File: config.mk
export PLATFORM = sky130hd
export DESIGN_NAME = register_slot_allocator
export DESIGN_NICKNAME = d
export VERILOG_FILES = /design/src/hdl/rsa_pkg.sv /design/src/hdl/rsa_front.sv /design/src/hdl/rsa_back.sv /design/src/hdl/register_slot_allocator.sv
export SDC_FILE = /design/constraint.sdc
export NUM_CORES = 2
export LEC_CHECK = 0
export BUFFER_PORTS_ARGS = -buffer_cell sky130_fd_sc_hd__buf_2
export CORE_ASPECT_RATIO = 0.75
export CORE_UTILIZATION = 46
export DETAILED_ROUTE_END_ITERATION = 10
export PLACE_DENSITY_LB_ADDON = 0.08
export SLEW_MARGIN = 30
export SYNTH_ARGS = -nofsm -noshare
export SYNTH_HDL_FRONTEND = slang
export SYNTH_HIERARCHICAL = 1
export SYNTH_SLANG_ARGS = --single-unit
File: constraint.sdc
create_clock -name clk -period 10.8 [get_ports clk]
set_input_delay 2.16 -clock clk [delete_from_list [all_inputs] [get_ports clk]]
set_output_delay 2.16 -clock clk [all_outputs]
set_load 0.05 [all_outputs]
File: src/hdl/rsa_pkg.sv
// ----------------------------------------------------------------------------
// Register slot allocator package
// Request/result types, mode and kind codes, back-end state encoding.
// ----------------------------------------------------------------------------
`timescale 1ns / 1ps
`default_nettype none

package rsa_pkg;

	localparam logic [2:0] MODE_SRC    = 3'd0;
	localparam logic [2:0] MODE_DST    = 3'd1;
	localparam logic [2:0] MODE_BLK_ST = 3'd2;
	localparam logic [2:0] MODE_BLK_END = 3'd3;
	localparam logic [2:0] MODE_FN_ST  = 3'd4;

	localparam logic [1:0] KIND_GRANT  = 2'd0;
	localparam logic [1:0] KIND_STORE  = 2'd1;
	localparam logic [1:0] KIND_RELOAD = 2'd2;
	localparam logic [1:0] KIND_ACK    = 2'd3;

	typedef struct packed {
		logic [2:0] mode;
		logic [7:0] vreg;
	} req_t;

	typedef struct packed {
		logic [1:0]         kind;
		logic [2:0]         slot;
		logic [7:0]         slot_vreg;
		logic signed [11:0] frame_offset;
		logic               offset_known;
		logic               last;
	} res_t;

	typedef enum logic [3:0] {
		ST_IDLE,
		ST_DECIDE,
		ST_FL_SCAN,
		ST_ST_RD,
		ST_ST_EMIT,
		ST_RLD_RD,
		ST_RLD_EMIT,
		ST_GRANT
	} back_state_t;

	// -4 * (idx + 4), modulo 2^12
	function automatic logic signed [11:0] frame_ofs(input logic [11:0] idx);
		logic [11:0] t;
		t = (idx + 12'd4) << 2;
		return signed'(12'd0 - t);
	endfunction

endpackage

`default_nettype wire

File: src/hdl/rsa_front.sv
// ----------------------------------------------------------------------------
// Register slot allocator request queue
// Two-entry FIFO between the command port and the executor.
// ----------------------------------------------------------------------------
`timescale 1ns / 1ps
`default_nettype none

module rsa_front (
	input  wire logic          clk,
	input  wire logic          arst_n,
	input  wire logic          start,
	input  wire rsa_pkg::req_t request,
	output logic               busy,
	input  wire logic          pop,
	output logic               empty,
	output rsa_pkg::req_t      head
);

	rsa_pkg::req_t fifo_q [2];
	logic          wr_ptr_q;
	logic          rd_ptr_q;
	logic [1:0]    count_q;
	logic          push;
	logic          do_pop;

	assign busy   = (count_q == 2'd2);
	assign empty  = (count_q == 2'd0);
	assign push   = start && !busy;
	assign do_pop = pop && !empty;
	assign head   = fifo_q[rd_ptr_q];

	always_ff @(posedge clk) begin
		if (push) begin
			fifo_q[wr_ptr_q] <= request;
		end
	end

	always_ff @(posedge clk or negedge arst_n) begin
		if (!arst_n) begin
			wr_ptr_q <= 1'b0;
			rd_ptr_q <= 1'b0;
			count_q  <= 2'd0;
		end else begin
			if (push) begin
				wr_ptr_q <= ~wr_ptr_q;
			end
			if (do_pop) begin
				rd_ptr_q <= ~rd_ptr_q;
			end
			case ({push, do_pop})
				2'b10:   count_q <= count_q + 2'd1;
				2'b01:   count_q <= count_q - 2'd1;
				default: count_q <= count_q;
			endcase
		end
	end

endmodule

`default_nettype wire

File: src/hdl/rsa_back.sv
// ----------------------------------------------------------------------------
// Register slot allocator executor
// Slot lookup, replacement, spill-offset table and result sequencing.
// ----------------------------------------------------------------------------
`timescale 1ns / 1ps
`default_nettype none

module rsa_back #(
	parameter int SLOT_COUNT = 8,
	parameter int VREG_BITS  = 8
) (
	input  wire logic          clk,
	input  wire logic          arst_n,
	input  wire logic          empty,
	input  wire rsa_pkg::req_t head,
	output logic               pop,
	output logic               result_valid,
	output rsa_pkg::res_t      result
);

	localparam int SW    = $clog2(SLOT_COUNT);
	localparam int VSPAN = 1 << VREG_BITS;

	rsa_pkg::back_state_t state_q, state_d;

	logic [2:0]           mode_q;
	logic [VREG_BITS-1:0] v_q;
	logic [SLOT_COUNT-1:0] valid_q, dirty_q;
	logic [VREG_BITS-1:0] tag_q [SLOT_COUNT];
	logic [SW-1:0]        vp_q;
	logic [SW-1:0]        slot_q;
	logic [SW-1:0]        fl_ptr_q;
	logic [VREG_BITS-1:0] st_tag_q;
	logic                 st_last_q;
	logic [VSPAN-1:0]     known_q;
	logic [VREG_BITS:0]   count_q;
	logic [VREG_BITS-1:0] spill_mem [VSPAN];
	logic [VREG_BITS-1:0] rdata_q;
	logic [VREG_BITS-1:0] rd_addr;

	// lookup / replacement search
	logic          hit, has_empty, has_clean, any_dirty, fl_more;
	logic [SW-1:0] hit_idx, empty_idx, clean_idx, fl_idx, take_idx;
	logic          take_victim;

	always_comb begin
		hit = 1'b0; hit_idx = '0;
		has_empty = 1'b0; empty_idx = '0;
		has_clean = 1'b0; clean_idx = '0;
		fl_idx = '0;
		fl_more = 1'b0;
		for (int i = SLOT_COUNT - 1; i >= 0; i--) begin
			if (valid_q[i] && tag_q[i] == v_q) begin
				hit = 1'b1; hit_idx = SW'(i);
			end
			if (!valid_q[i]) begin
				has_empty = 1'b1; empty_idx = SW'(i);
			end
			if (!dirty_q[i]) begin
				has_clean = 1'b1; clean_idx = SW'(i);
			end
			if (dirty_q[i] && SW'(i) >= fl_ptr_q) begin
				fl_idx = SW'(i);
			end
		end
		for (int i = 0; i < SLOT_COUNT; i++) begin
			if (dirty_q[i] && SW'(i) > fl_idx) begin
				fl_more = 1'b1;
			end
		end
		any_dirty   = |dirty_q;
		take_victim = !has_empty && !has_clean;
		take_idx    = has_empty ? empty_idx : (has_clean ? clean_idx : vp_q);
	end

	// next state
	always_comb begin
		state_d = state_q;
		case (state_q)
			rsa_pkg::ST_IDLE: begin
				if (!empty) state_d = rsa_pkg::ST_DECIDE;
			end
			rsa_pkg::ST_DECIDE: begin
				case (mode_q)
					rsa_pkg::MODE_SRC: begin
						if (hit) state_d = rsa_pkg::ST_IDLE;
						else if (take_victim) state_d = rsa_pkg::ST_ST_RD;
						else state_d = rsa_pkg::ST_RLD_RD;
					end
					rsa_pkg::MODE_DST: begin
						if (!hit && take_victim) state_d = rsa_pkg::ST_ST_RD;
						else state_d = rsa_pkg::ST_IDLE;
					end
					rsa_pkg::MODE_BLK_END: begin
						state_d = any_dirty ? rsa_pkg::ST_FL_SCAN : rsa_pkg::ST_IDLE;
					end
					default: state_d = rsa_pkg::ST_IDLE;
				endcase
			end
			rsa_pkg::ST_FL_SCAN: state_d = rsa_pkg::ST_ST_RD;
			rsa_pkg::ST_ST_RD:   state_d = rsa_pkg::ST_ST_EMIT;
			rsa_pkg::ST_ST_EMIT: begin
				case (mode_q)
					rsa_pkg::MODE_SRC: state_d = rsa_pkg::ST_RLD_RD;
					rsa_pkg::MODE_DST: state_d = rsa_pkg::ST_GRANT;
					default: state_d = st_last_q ? rsa_pkg::ST_IDLE : rsa_pkg::ST_FL_SCAN;
				endcase
			end
			rsa_pkg::ST_RLD_RD:   state_d = rsa_pkg::ST_RLD_EMIT;
			rsa_pkg::ST_RLD_EMIT: state_d = rsa_pkg::ST_IDLE;
			rsa_pkg::ST_GRANT:    state_d = rsa_pkg::ST_IDLE;
			default:              state_d = rsa_pkg::ST_IDLE;
		endcase
	end

	// outputs
	logic          emit;
	rsa_pkg::res_t res_d;
	logic          st_known, rl_known;

	assign st_known = known_q[st_tag_q];
	assign rl_known = known_q[v_q];
	assign pop      = (state_q == rsa_pkg::ST_IDLE) && !empty;
	assign rd_addr  = (state_q == rsa_pkg::ST_RLD_RD) ? v_q : st_tag_q;

	always_comb begin
		emit  = 1'b0;
		res_d = '{kind: rsa_pkg::KIND_ACK, slot: 3'd0, slot_vreg: 8'd0,
		          frame_offset: 12'sd0, offset_known: 1'b1, last: 1'b1};
		case (state_q)
			rsa_pkg::ST_DECIDE: begin
				case (mode_q)
					rsa_pkg::MODE_SRC: begin
						emit = hit;
						res_d.kind = rsa_pkg::KIND_GRANT;
						res_d.slot = 3'(hit_idx);
						res_d.slot_vreg = 8'(v_q);
					end
					rsa_pkg::MODE_DST: begin
						emit = hit || !take_victim;
						res_d.kind = rsa_pkg::KIND_GRANT;
						res_d.slot = 3'(hit ? hit_idx : take_idx);
						res_d.slot_vreg = 8'(v_q);
					end
					rsa_pkg::MODE_BLK_END: emit = !any_dirty;
					default:               emit = 1'b1;
				endcase
			end
			rsa_pkg::ST_ST_EMIT: begin
				emit = 1'b1;
				res_d.kind = rsa_pkg::KIND_STORE;
				res_d.slot = 3'(slot_q);
				res_d.slot_vreg = 8'(st_tag_q);
				res_d.frame_offset = rsa_pkg::frame_ofs(
					st_known ? 12'(rdata_q) : 12'(count_q));
				res_d.last = st_last_q;
			end
			rsa_pkg::ST_RLD_EMIT: begin
				emit = 1'b1;
				res_d.kind = rsa_pkg::KIND_RELOAD;
				res_d.slot = 3'(slot_q);
				res_d.slot_vreg = 8'(v_q);
				res_d.frame_offset = rl_known ? rsa_pkg::frame_ofs(12'(rdata_q)) : 12'sd0;
				res_d.offset_known = rl_known;
			end
			rsa_pkg::ST_GRANT: begin
				emit = 1'b1;
				res_d.kind = rsa_pkg::KIND_GRANT;
				res_d.slot = 3'(slot_q);
				res_d.slot_vreg = 8'(v_q);
			end
			default: emit = 1'b0;
		endcase
	end

	// spill-offset memory
	always_ff @(posedge clk) begin
		if (state_q == rsa_pkg::ST_ST_EMIT && !st_known) begin
			spill_mem[st_tag_q] <= count_q[VREG_BITS-1:0];
		end
		rdata_q <= spill_mem[rd_addr];
	end

	// payload registers
	always_ff @(posedge clk) begin
		result <= res_d;
		if (pop) begin
			mode_q <= head.mode;
			v_q    <= VREG_BITS'(head.vreg);
		end
		if (state_q == rsa_pkg::ST_DECIDE) begin
			slot_q    <= take_idx;
			st_tag_q  <= tag_q[vp_q];
			st_last_q <= 1'b0;
		end
		if (state_q == rsa_pkg::ST_FL_SCAN) begin
			slot_q    <= fl_idx;
			st_tag_q  <= tag_q[fl_idx];
			st_last_q <= !fl_more;
		end
	end

	// control and slot state
	always_ff @(posedge clk or negedge arst_n) begin
		if (!arst_n) begin
			state_q      <= rsa_pkg::ST_IDLE;
			result_valid <= 1'b0;
			valid_q      <= '0;
			dirty_q      <= '0;
			vp_q         <= '0;
			fl_ptr_q     <= '0;
			known_q      <= '0;
			count_q      <= '0;
			for (int i = 0; i < SLOT_COUNT; i++) tag_q[i] <= '0;
		end else begin
			state_q      <= state_d;
			result_valid <= emit;
			case (state_q)
				rsa_pkg::ST_DECIDE: begin
					fl_ptr_q <= '0;
					case (mode_q)
						rsa_pkg::MODE_SRC: begin
							if (!hit && take_victim) begin
								vp_q <= (vp_q == SW'(SLOT_COUNT - 1)) ? '0 : vp_q + 1'b1;
								dirty_q[vp_q] <= 1'b0;
								valid_q[vp_q] <= 1'b0;
							end
						end
						rsa_pkg::MODE_DST: begin
							if (hit) begin
								dirty_q[hit_idx] <= 1'b1;
							end else if (take_victim) begin
								vp_q <= (vp_q == SW'(SLOT_COUNT - 1)) ? '0 : vp_q + 1'b1;
								dirty_q[vp_q] <= 1'b0;
								valid_q[vp_q] <= 1'b0;
							end else begin
								tag_q[take_idx]   <= v_q;
								valid_q[take_idx] <= 1'b1;
								dirty_q[take_idx] <= 1'b1;
							end
						end
						rsa_pkg::MODE_BLK_ST: begin
							valid_q <= '0;
							dirty_q <= '0;
						end
						rsa_pkg::MODE_FN_ST: begin
							known_q <= '0;
							count_q <= '0;
							vp_q    <= '0;
						end
						default: ;
					endcase
				end
				rsa_pkg::ST_FL_SCAN: fl_ptr_q <= fl_idx + 1'b1;
				rsa_pkg::ST_ST_EMIT: begin
					if (!st_known) begin
						known_q[st_tag_q] <= 1'b1;
						count_q           <= count_q + 1'b1;
					end
				end
				rsa_pkg::ST_RLD_EMIT: begin
					tag_q[slot_q]   <= v_q;
					valid_q[slot_q] <= 1'b1;
				end
				rsa_pkg::ST_GRANT: begin
					tag_q[slot_q]   <= v_q;
					valid_q[slot_q] <= 1'b1;
					dirty_q[slot_q] <= 1'b1;
				end
				default: ;
			endcase
		end
	end

endmodule

`default_nettype wire

File: src/hdl/register_slot_allocator.sv
// ----------------------------------------------------------------------------
// Register slot allocator
// Fully associative register slots run as a write-back cache of vregs.
// ----------------------------------------------------------------------------
//
//  channel   | signals                     | handshake
//  ----------+-----------------------------+---------------------------------
//  request   | request.{mode,vreg}         | taken when start && !busy
//  result    | result.{kind,slot,...,last} | one cycle, marked by result_valid
//
// A request on a hit, grant or acknowledge passes the executor's idle and
// decide states; each spill store adds a state for the offset table read,
// then an emit state, a reload adds the same pair, a destination that spills
// adds a grant state, and a block-end flush runs scan, read and emit states
// per dirty slot, all set by the executor state machine.
// A two-entry queue absorbs requests while the executor works; busy is high
// only while that queue is full. Results cannot be stalled.
// Reset clears all slots, the victim pointer, the spill table known bits and
// the spill count at once; no clearing pass is needed.
// ----------------------------------------------------------------------------
`timescale 1ns / 1ps
`default_nettype none

module register_slot_allocator #(
	parameter int SLOT_COUNT = 8,
	parameter int VREG_BITS  = 8
) (
	input  wire logic          clk,
	input  wire logic          arst_n,
	input  wire logic          start,
	input  wire rsa_pkg::req_t request,
	output logic               busy,
	output logic               result_valid,
	output rsa_pkg::res_t      result
);

	logic          q_empty;
	logic          q_pop;
	rsa_pkg::req_t q_head;

	// front: request queue
	rsa_front u_front (
		.clk     (clk),
		.arst_n  (arst_n),
		.start   (start),
		.request (request),
		.busy    (busy),
		.pop     (q_pop),
		.empty   (q_empty),
		.head    (q_head)
	);

	// back: slot lookup, replacement, spill/reload sequencing
	rsa_back #(
		.SLOT_COUNT (SLOT_COUNT),
		.VREG_BITS  (VREG_BITS)
	) u_back (
		.clk          (clk),
		.arst_n       (arst_n),
		.empty        (q_empty),
		.head         (q_head),
		.pop          (q_pop),
		.result_valid (result_valid),
		.result       (result)
	);

endmodule

`default_nettype wire

; Yosys cells after proc, flatten, opt, wreduce, memory -nomap -nowiden
; Memory sizes are Yosys's and may differ from the RTL's. A register that Yosys moved wholly into a read port is not among the register bits.
; Index checks and enable logic that the tools add are counted.
[word_totals]
ff_bits = 399
ram_bits = 2070
inputBits = 14
out_inout_bits = 29
wordCells = 333
memories = 2
[mem_list]
columns = name, words, word_bits, read_ports, rd_ports_with_merged_regs, write_ports, line
row1 = u_back.spill_mem, 256, 8, 1, 1, 1, rsa_back.sv:37  ; logic [VREG_BITS-1:0] spill_mem [VSPAN];
row2 = u_front.fifo_q, 2, 11, 1, 1, 1, rsa_front.sv:19  ; rsa_pkg::req_t fifo_q [2];
[op_classes]
addsub = 9
order_cmp = 33
n_eq_ne = 35
n_mux = 147
n_bitwise = 15
n_reduce_logical = 64
[ops]
columns = op, n
row1 = 256-bit 2-to-1 mux, 2
row2 = 256-bit one-hot mux with 2 select lines, 1
row3 = 256-bit bitwise OR, 1
row4 = 64-bit 2-to-1 mux, 3
row5 = 64-bit bitwise mux, 2
row6 = 64-bit one-hot mux with 2 select lines, 1
row7 = 3-bit 2-to-1 mux, 42
row8 = 8-bit 2-to-1 mux, 15
row9 = 8-bit equality test, 8
row10 = 13-bit one-hot mux with 4 select lines, 1
row11 = 8-bit binary-select mux with 3-bit select, 2
row12 = 8-bit demux with 3-bit select, 2
row13 = 8-bit one-hot mux with 3 select lines, 2
row14 = 1-bit 2-to-1 mux, 45
row15 = 8-bit bitwise OR, 5
row16 = 1-bit logical AND, 37
row17 = 8-bit one-hot mux with 2 select lines, 2
row18 = 9-bit 2-to-1 mux, 3
row19 = 13-bit one-hot mux with 2 select lines, 1
row20 = 12-bit one-hot mux with 2 select lines, 1
row21 = 4-bit one-hot mux with 6 select lines, 1
row22 = "1-bit by 12-bit subtractor with 12-bit output, first input constant", 2
row23 = "8-bit by 9-bit < comparator with 1-bit output, second input constant", 2
row24 = 9-bit one-hot mux with 2 select lines, 1
row25 = other kinds (60), 121

; Depth between registers and ports, before layout
[logic_depth]
word_depth = 22
ltp_mapped = 23

; Modules after synthesis
; Netlist, hierarchy kept.
[by_module_without_submodules]
columns = module, instances, cells_each, area_each_um2, seq_area_each_um2
row1 = rsa_back, 1, 5569, 102528.3, 71733.8
row2 = rsa_front, 1, 52, 988.4, 760.7

; Worst setup path before layout
; OpenSTA, ideal clock, no wires.
[synth_timing]
path_type = reg-to-reg
startpoint = reg u_back.count_q[2]
endpoint = reg u_back/result[9] (netlist name)
setup_ns = 0.092
t_arrival_ns = 5.108
setup_slack_ns = 5.600
path_stages_with_launch = 8
n_path_buf = 1
synth_period_minus_slack_ns = 5.200
path_cell_list = dfrtp_1 > mux2_2 > ha_1 > clkbuf_1 > nand2_1 > a2111o_1 > and3_1 > o32ai_1
[synth_between]
elab_chain_len = 4
[synth_rtl]
columns = element, line
row1 = from (decl), rsa_back.sv:36  ; logic [VREG_BITS:0] count_q;
row2 = from (signal assigned), rsa_back.sv:258  ; count_q <= count_q + 1'b1;
row3 = 9-bit 2-to-1 mux, rsa_back.sv:155  ; st_known ? 12'(rdata_q) : 12'(count_q));
row4 = 10-bit by 3-bit adder with 10-bit output, rsa_pkg.sv:49  ; t = (idx + 12'd4) << 2;
row5 = 1-bit by 12-bit subtractor with 12-bit output, rsa_pkg.sv:50  ; return signed'(12'd0 - t);
row6 = 12-bit one-hot mux with 2 select lines, rsa_back.sv:130  ; case (state_q)
; No other way between the ends.
; A chain may end at the register's enable or synchronous reset.

; Worst setup path in the final report
[layout_timing]
startpoint = reg u_back.st_tag_q[0]
endpoint = reg u_back/result[12] (netlist name)
[layout_between]
elab_chain_len = 6
[layout_rtl]
columns = element, line
row1 = from (decl), rsa_back.sv:33  ; logic [VREG_BITS-1:0] st_tag_q;
row2 = from (signal assigned), rsa_back.sv:193  ; st_tag_q <= tag_q[vp_q];
row3 = from (signal assigned), rsa_back.sv:198  ; st_tag_q <= tag_q[fl_idx];
row4 = 1-bit binary-select mux with 8-bit select, rsa_back.sv:121  ; assign st_known = known_q[st_tag_q];
row5 = 1-bit 2-to-1 mux (not written as such), rsa_back.sv:121
row6 = 9-bit 2-to-1 mux, rsa_back.sv:155
row7 = 10-bit by 3-bit adder with 10-bit output, rsa_pkg.sv:49
row8 = 1-bit by 12-bit subtractor with 12-bit output, rsa_pkg.sv:50
row9 = 12-bit one-hot mux with 2 select lines, rsa_back.sv:130
; No other way between the ends. The select of a mux whose other input is x is not followed.

==> results.md <==
* Complex-gate fraction of the synthesized area at 5.52%
* Clock Power Share at 28.5%
* Most common cell in the netlist: edfxtp_1
* Cell area after synthesis at 0.104 mm^2
* Initial antenna violation count at 12
* Clock-pin slew on the worst setup and hold paths at 0.06 ns
* Starting DRT DRC Count at 6482
* Sw frac at 35.1%
* Multiplexer area fraction after synthesis at 18.2%
* Layout cell share with drive strength beyond 1 at 25.7%
* VDD IR-drop max at 0.000347 V
* Comb power frac at 33.1%
* FF-to-FF setup slack at 4.74 ns
* Post-synth cell types at 80
* Post-Route Utilization at 52.0%
* Detailed Place HPWL at 180 mm
* Tmin final at 6.06 ns
* Yosys top cell by area: edfxtp_1
* Worst Tran Pin Value at 1.08 ns
* I/O pins at 43
* DRC viols at 0
* CTS tree: built
* RSZ-0062 raised after global routing: no
* Rel. slew slack at 27.8%
* Global-route wire length before repair at 418 mm
* Initial Util at 46.4%
* Total setup buffers inserted after CTS at 0
* Via-to-Cell Ratio at 6.29
* Simple-gate portion of the synthesized area at 3.46%
* Clock root buffer: clkbuf_16
* Hold-fix buffers at CTS at 0
* Synth top area share at 60.7%
* Clock Path Buffers at 4
* Total of max-cap violations at 0
* Crit Path Class: reg -> reg
* Antenna-violating nets left at 0
* # clock sinks at 2485
* Total track usage at 25.8%
* Fin nets at 5764
* Largest family of logic cells by synthesized area: multiplexers
* IO Port Bufs at 40
* DRT Pass-1 Iters at 9
* Largest net degree at the start of global routing at 197
* Post-Synth Adder-Cell Area at 0.169%
* Flop pwr share at 38.4%
* Psw at 10.5 mW
* Fin crit share at 56.1%
* Crit path max-delay family: buffers and inverters
* Post-synthesis sequential area ratio at 70.0%
* Leakage at 39.0 nW
* Hold Fails Final Rpt at 0
* FF+latch area at 0.0725 mm^2
* Primary FF master, synth: edfxtp_1
* Row count at 150
* Overall power consumption at 29.9 mW
* Int Pwr at 19.4 mW
* Chip Height at 413 um
* CP required at 11.53 ns
* Crit path max fanout at 56
* Fmax at 165 MHz
* Yosys Warn Count at 6
* WP data arrival at 6.80 ns
* Setup_tns at 0 ns
* Vias in the first global route at 55500
* Worst setup EP type: flop
* Ys async rst share at 14.4%
* Die ar. at 0.227 mm^2
* Wirelength, routed at 291 mm
* Gpl congestion at 0.918
* Avg Inst Size Synth at 18.4 um^2
* Core area at 0.223 mm^2
* Area Overhead vs Synth at 12.0%
* Clk Latency, worst-skew pair at 0.93 ns
* HP Class: reg -> reg
* Status: complete, no violations
* CP peak stage delay at 0.66 ns
* WL per Instance at 32.7 um
* DIE WIDTH at 550 um
* Final Setup Violations at 0
* Post-synthesis xor/xnor area fraction at 0.812%
* Mapped Cells at 5621
* Slowest-stage cell, CP: buf_6
* Worst Path Buf+Inv at 3
* Clk_skew at 0.0774 ns
* Top cells by count, synth: 2093 x edfxtp_1, 658 x mux4_2, 359 x dfrtp_1
* Fin. max-slew vios at 0
* Grt total ovfl at 0
* Multi-input gate area at 0.0297 mm^2
* H-tree levels at 4
* Number of flops mapped to enable cells by yosys at 2093
* Number of cells upsized or downsized after cts at 0
* Fillers at 17900
* Main area contributors after synthesis: edfxtp_1 61%, mux4_2 14%, dfrtp_1 8.7%
* CP startpoint kind: flop
* Vias at 56000
* TritonCTS buffer count at 247
* FF+latch count, synth at 2485
* Cell Pwr Density at 257 mW/mm^2
* Crit-path cells: buf_4, buf_6, mux4_2, mux4_2, nand2_1, and4_1, o311ai_1, nand2_2, buf_4, mux2_2, ha_1, or3_1, o32ai_1, nand3_1, xnor2_1, a21oi_1, o21ai_0
-- final cells by class --
| type | count | share of cell area [%] |
|---|---|---|
| clock buffers | 325 | 5.73 |
| flip-flops and latches | 2485 | 62.5 |
| diodes | 1 | 0.00216 |
| well taps | 2964 | 3.20 |
| clock inverters | 126 | 1.08 |
| repair buffers | 248 | 1.75 |
| inverters | 26 | 0.0842 |
| multi-input cells | 2728 | 25.6 |
-- power by group through the flow --
stage          Clock [mW]  Sequential (mW)  Combinational, mW
2_1_floorplan           0             11.7               6.36
3_3_place_gp            0             11.6               9.85
3_5_place_dp            0             11.7               9.90
4_1_cts              8.68             11.5               9.92
5_1_grt              9.03             11.5               10.4
6_report             8.51             11.5               9.88
-- layout by cell type (no fill, tap or decap), types with 44 or more instances in the layout --
| master | n |
|---|---|
| nor2_2 | 95 |
| a211oi_1 | 150 |
| o21ai_0 | 52 |
| dfrtp_1 | 351 |
| mux4_2 | 658 |
| nor2_1 | 243 |
| mux2_2 | 125 |
| xnor2_1 | 48 |
| clkbuf_1 | 61 |
| nand3_1 | 44 |
| nor2b_1 | 108 |
| edfxtp_1 | 2093 |
| clkinv_1 | 44 |
| mux2i_1 | 258 |
| xor2_1 | 48 |
| clkbuf_16 | 247 |
| nand2_1 | 111 |
| a21oi_1 | 145 |
| o21a_1 | 259 |
| buf_4 | 185 |
-- metrics by stage --
stage	hold WS [ns]	cells	setup slack, ns	area (um^2)
floorplan	0.421	5622	5.60	104000
global placement	0.483	8449	4.35	108000
detailed placement	0.487	8450	4.44	108000
CTS	0.497	8901	4.42	116000
global route	0.518	8903	4.34	116000
finish	0.495	8903	4.74	116000
-- flip-flops by register name, indices dropped and copies added, names as in the netlist, 2 cells and up --
| name | flops |
|---|---|
| u_back/st_tag_q | 8 |
| u_back/result | 25 |
| u_back/count_q | 9 |
| u_back/mode_q | 3 |
| u_back/known_q | 256 |
| u_back/v_q | 8 |
| u_back/fl_ptr_q | 3 |
| u_back/vp_q | 3 |
| u_back/valid_q | 8 |
| u_front/count_q | 2 |
| u_back/rdata_q | 8 |
| u_back/dirty_q | 8 |
| u_back/slot_q | 3 |
| u_back/spill_mem | 2048 |
| u_back/tag_q | 64 |
| u_back/state_q | 3 |
| u_front/fifo_q | 22 |
-- final timing paths --
path                                 endpoint          startpoint  cells past startpoint
setup / recovery            u_back/result[12]  u_back/st_tag_q[0]                     17
hold / removal               u_front/wr_ptr_q    u_front/wr_ptr_q                      1
setup reg to reg            u_back/result[12]  u_back/st_tag_q[0]                     17
hold reg to reg              u_front/wr_ptr_q    u_front/wr_ptr_q                      1
max in group asynchronous  u_back/known_q[58]              arst_n                      3
min in group asynchronous    u_front/wr_ptr_q              arst_n                      1
-- logic make-up (layout without fill, tap and decap cells) --
kind of cell	count (synthesis)	in the layout
multiplexers	1047	1047
XOR/XNOR	96	96
AND/OR/NAND/NOR	762	762
buffers and inverters	409	725
flip-flops	2485	2485
other	1	3
AO/OA/AOI/OAI	807	807
adder cells (fa/ha/maj)	14	14
-- metal layers --
layer	up-vias	global-route usage, %	part of all wire, %
met4	0	6.39	2.5
met2	2298	36.6	43
met1	30200	40.7	46
met3	417	5.25	8.4
li1	23100	-	-
met5	-	0	0
Note: power is estimated with default switching activity, not from simulation.
